`src/rtl/generational_handle_allocator_defines.svh`:
```
// Assertion macros shared by the handle allocator RTL.
`ifndef GENERATIONAL_HANDLE_ALLOCATOR_DEFINES_SVH
`define GENERATIONAL_HANDLE_ALLOCATOR_DEFINES_SVH

// Same-cycle implication, sampled on clock, off while reset is high.
`define GHA_ASSERT_IMP(label, ante, cons) \
   label: assert property (@(posedge clock) disable iff (reset) (ante) |-> (cons)) \
      else $error("%m: same-cycle check failed");

// Next-cycle implication, sampled on clock, off while reset is high.
`define GHA_ASSERT_NEXT(label, ante, cons) \
   label: assert property (@(posedge clock) disable iff (reset) (ante) |=> (cons)) \
      else $error("%m: next-cycle check failed");

`endif

```
`src/rtl/gha_ram.sv`:
```
// Generic single-write, single-read RAM with registered read data.
`default_nettype none

module gha_ram #(
   parameter int WIDTH = 8,
   parameter int DEPTH = 16
) (
   input  wire logic                     clock,
   input  wire logic                     wr_en,
   input  wire logic [$clog2(DEPTH)-1:0] wr_addr,
   input  wire logic [WIDTH-1:0]         wr_data,
   input  wire logic                     rd_en,
   input  wire logic [$clog2(DEPTH)-1:0] rd_addr,
   output logic      [WIDTH-1:0]         rd_data
);

   logic [WIDTH-1:0] mem_ff [DEPTH];
   logic [WIDTH-1:0] rd_data_ff;

   // write port
   always_ff @(posedge clock) begin
      if (wr_en) begin
         mem_ff[wr_addr] <= wr_data;
      end
   end

   // read port, returns old data on a same-address write
   always_ff @(posedge clock) begin
      if (rd_en) begin
         rd_data_ff <= mem_ff[rd_addr];
      end
   end

   assign rd_data = rd_data_ff;

endmodule

`default_nettype wire

```
`config.mk`:
```
export PLATFORM = sky130hd
export DESIGN_NAME = gha_ram
export DESIGN_NICKNAME = d
export VERILOG_FILES = /design/src/rtl/generational_handle_allocator_defines.svh /design/src/rtl/gha_ram.sv
export SDC_FILE = /design/constraint.sdc
export NUM_CORES = 1
export LEC_CHECK = 0
export BUFFER_PORTS_ARGS = -buffer_cell sky130_fd_sc_hd__buf_2
export CORE_MARGIN = 4
export CORE_UTILIZATION = 50
export DETAILED_ROUTE_END_ITERATION = 6
export PLACE_DENSITY = 0.67
export SETUP_SLACK_MARGIN = 0.05
export SYNTH_ARGS = -nofsm -noshare
export SYNTH_HDL_FRONTEND = slang
export SYNTH_SLANG_ARGS = --single-unit
export TNS_END_PERCENT = 1
```
`constraint.sdc`:
```
create_clock -name clock -period 2.2 [get_ports clock]
set_clock_uncertainty 0.15 [all_clocks]
set_input_delay 0 -clock clock [delete_from_list [all_inputs] [get_ports clock]]
set_output_delay 0 -clock clock [all_outputs]
set_load 0.01 [all_outputs]
```
=== Word level (Yosys, flattened, before mapping) ===
Memories as Yosys holds them, arrays and structs flattened. A register that Yosys moved wholly into a read port is not among the register bits.
Index checks and enable logic that the tools add are counted.

* Add/subtract/negate cells: 0
* $mul: 0
* Divide/modulo/power cells: 0
* Order comparisons: 0
* Eq/ne operators: 0
* Shift operators: 0
* Multiplexer cells: 2
* Bitwise operators: 0
* Reduce and logical (&&, ||, !) cells: 0

{| class="wikitable"
|+ Operator list
! operator !! number
|-
| 1-bit 2-to-1 mux || 2
|}

* Flip-flop bits (word level): 0
* Bits in latches: 0
* RAM bits: 128
* Memory bits (read-only): 0
* Bits of input ports: 19
* Output and inout bits: 8
* Logic and storage cells: 3
* Memories: 1

{| class="wikitable"
|+ Memory list
! name !! depth !! width !! rd ports !! clocked after Yosys merged registers in !! wr ports !! line !! source
|-
| mem_ff || 16 || 8 || 1 || 1 || 1 || gha_ram.sv:17 || <nowiki>logic [WIDTH-1:0] mem_ff [DEPTH];</nowiki>
|}

=== Longest topological paths before layout ===
* Depth after elaboration: 2
* Depth in mapped cells: 5
* Depth with buffers taken out: 3

=== Worst setup path before layout ===
OpenSTA, ideal clock, no wires.

* Path type: in2reg
* Start point: input wr_addr[2]
* End point: memory mem_ff[0][0], enable pin
* Setup time: 383 ps
* Arrival time: 1,110 ps
* Data required time: 1,667 ps
* Path slack: 557 ps
* Cell stages on the path: 2
* Path buffers: 0
* Cells stage by stage: or3b_2 > nor3_1

{| class="wikitable"
|+ RTL lines
! element !! line !! source
|-
| start: declaration || gha_ram.sv:10 || <nowiki>input wire logic [$clog2(DEPTH)-1:0] wr_addr,</nowiki>
|-
| end: declaration || gha_ram.sv:17 ||
|}

No word-level cell before the write port.

=== Worst setup path after layout ===
* Start point: input wr_addr[2]
* End point: memory mem_ff[2][3], enable pin

No word-level cell before the write port.

==> flow_metrics.py <==
metrics = {
    "die": {
        "core_area_sq_um": 10200,
        "floorplan.die_area_sq_um": 12200,
        "floorplan.initialDensity_pct": 51.1,
        "rows": 37,
        "ios": 27,
        "die_extent_in_x_um": 110,
        "die_height_um": 110,
    },
    "worst_setup_path": {
        "type_of_origin_of_the_critical_path": "input port",
        "setup.worst_path.end_class": "flop",
        "worst-setup-path-type": "in2reg",
        "timing.critical_path.fanout_max": 5,
        "crit_path_cell_trace": "dlygate4sd3_1, buf_2, or3b_2, dlygate4sd3_1, nor2_1, buf_4",
        "slowest_stage_cell_on_the_critical_path": "dlygate4sd3_1",
        "critical_path.max_stage_delay_ns": 0.62,
        "timing.critical_path.arrival_ns": 2.12,
        "critPathMostFrequentCell": "dlygate4sd3_1",
        "required_ns": 2.28,
    },
    "sta": {
        "hold_viol": 0,
        "final.setup.tns_ns": 0,
        "max_slew.worst_pin.slew_ns": 0.735,
        "final_max_slew_viol_count": 0,
        "clock.fmax_mhz": 489,
        "hold-worst-slack_ns": 0.0630,
        "finalSetupViolations": 0,
        "worst_slew_margin_rel_pct": 50.9,
        "rsz_0062_raised_after_global_routing": "false",
        "timing.final.crit_share_pct": 92.9,
        "post_route_minimum_period_ns": 2.04,
    },
    "power": {
        "leak_pwr_nw": 2.22,
        "comb_power_share_pct": 4.5,
        "power.switching_mw": 1.19,
        "p_seq_share_pct": 45.8,
        "power_density_over_cell_area_nw_per_um2": 994,
        "vdd_ir_drop_max_mv": 0.606,
        "power.share.switching_pct": 18.6,
        "internal_power_mw": 5.22,
        "clock_power_share_pct": 49.7,
        "post-layout-total-power_mw": 6.42,
    },
    "routing": {
        "detail_route.iter0.violations": 186,
        "wl_met3_um": 611,
        "wl_per_cell_um": 22.7,
        "vias": 2566,
        "route.top_layer_used": "met4",
        "met2WireLength_um": 5000,
        "drt_drc_violations_left": 0,
        "avgViaCountPerCell": 5.70,
        "first_pass_iters": 5,
        "ant_nets": 0,
        "routedLengthMet1_um": 4490,
        "drt_wl_total_um": 10200,
    },
    "clock_tree": {
        "clkLatencyLatePin_ns": 0.52,
        "clock_sinks": 136,
        "clk_path_buf_depth": 2,
        "tritoncts": "done",
        "numCtsBuffers": 17,
        "clock_tree.root_cell": "clkbuf_8",
        "path_clk_slew_ns": 0.06,
        "clock_tree.htree_level_count": 4,
        "cts_post_setup_buffers_inserted": 0,
        "post_cts_gate_resize_count": 0,
        "cts_hold_buf": 16,
    },
    "outcome": {
        "run_status": "finished, final reports clean",
    },
    "placement": {
        "last_weighted_congestion_value_of_the_routability_driven_placer": 0.730,
        "detailed_place_hpwl_um": 6280,
        "io_buffer_count": 26,
        "total_cell_area_at_the_placement_stage_sq_um": 5620,
    },
    "global_routing": {
        "largest_net_degree_at_the_start_of_global_routing": 33,
        "grt-ovfl-total": 0,
        "first_global_vias": 2675,
        "overall_track_demand_over_capacity_in_global_routing_pct": 18.9,
        "wire_length_of_the_first_global_routing_pass_um": 15800,
        "grt_antenna_before_repair": 0,
    },
    "synthesis": {
        "synthDistinctLibCells": 18,
        "synthesis.instances": 229,
        "synthesis.nets": 248,
        "synth_seq_cells": 136,
        "syn-mean-instance-area_sq_um": 22.8,
        "mappedNetlistArea_sq_um": 5230,
        "yosys_warnings": 0,
        "synth_sequential_area_ratio_pct": 78.1,
    },
    "run": {
        "cap_violations": 0,
    },
    "layout": {
        "final_cell_area_sq_um": 6450,
        "register_area_sq_um": 4080,
        "nFillCells": 681,
        "final_cell_mix": "edfxtp_1, buf_2, buf_4, mux4_2",
        "final_util_pct": 63.1,
        "drive_above_1_share_pct": 30.6,
        "layout_commonest_cell": "edfxtp_1",
        "final_nets": 320,
        "num_antenna_cells": 0,
        "multiInputGateArea_sq_um": 1060,
        "syn2layout_area_growth_pct": 23.5,
    },
    "hold_path": {
        "worst_hold_path_type": "in2reg",
    },
}
worst paths after layout:
path	start	endpoint	slack [ns]	cells after the start
worst min-delay path	rd_addr[2]	rd_data[1]	0.06	4
worst min register to register	mem_ff[15][5]	rd_data[5]	0.60	3
worst max-delay path	wr_addr[2]	mem_ff[2][3]	0.16	6
worst max register to register	mem_ff[1][1]	rd_data[1]	0.52	3
logic make-up after synthesis:
| family | synth area share (%) |
|---|---|
| DFF | 78.1 |
| and+or+nand+nor | 3.14 |
| AOI/OAI and AO/OA | 2.30 |
| buffers and inverters | 1.65 |
| muxes | 14.8 |
critical path: cells and delay by family:
kind	cells	cell delay, ns
buf+inv	4	1.46
simple gates	2	0.65
power groups by stage:
stage	clock, mW	combinational [mW]	sequential, mW
6_report	3.19	0.292	2.94
5_1_grt	3.36	0.318	2.94
3_5_place_dp	0	0.272	2.99
4_1_cts	3.21	0.294	2.94
3_3_place_gp	0	0.266	2.99
2_1_floorplan	0	0.147	2.99
synthesized netlist by cell type (all sizes together):
master         instances  share of area, %
nor2                  13              0.93
or3b                   1              0.17
nand2b                 2              0.24
nand3                  1             0.096
nor2b                  1              0.12
buf                    7               1.1
nand2                  9              0.65
a22oi                 16               2.3
clkdlybuf4s25          3              0.57
nor3                   4              0.38
mux4                  32                15
nand3b                 2              0.29
and2b                  1              0.14
edfxtp               136                78
and2                   1              0.12
through the flow:
stage               cells  worst slack, ns
floorplan             229            0.557
global placement      402            0.409
detailed placement    402            0.425
CTS                   450            0.182
global route          450           0.0665
finish                450            0.157
registers in the layout, indices dropped and copies added, names as in the netlist:
| signal | count |
|---|---|
| mem_ff | 128 |
| rd_data | 8 |
area by class of cell:
type	instances	area share, %
tap	136	2.64
timing repair buffer	63	7.33
clock inverter	14	3.92
sequential	136	63.3
multi-input combinational	83	16.4
clock buffer	18	6.47
metal layers:
metal | GRT usage, % | vias to the layer above
met3 | 4.89 | 12
met5 | 0 | -
met4 | 6.60 | 0
met1 | 27.1 | 1347
li1 | - | 1125
met2 | 28.7 | 82
Note: power is estimated with default switching activity, not from simulation.
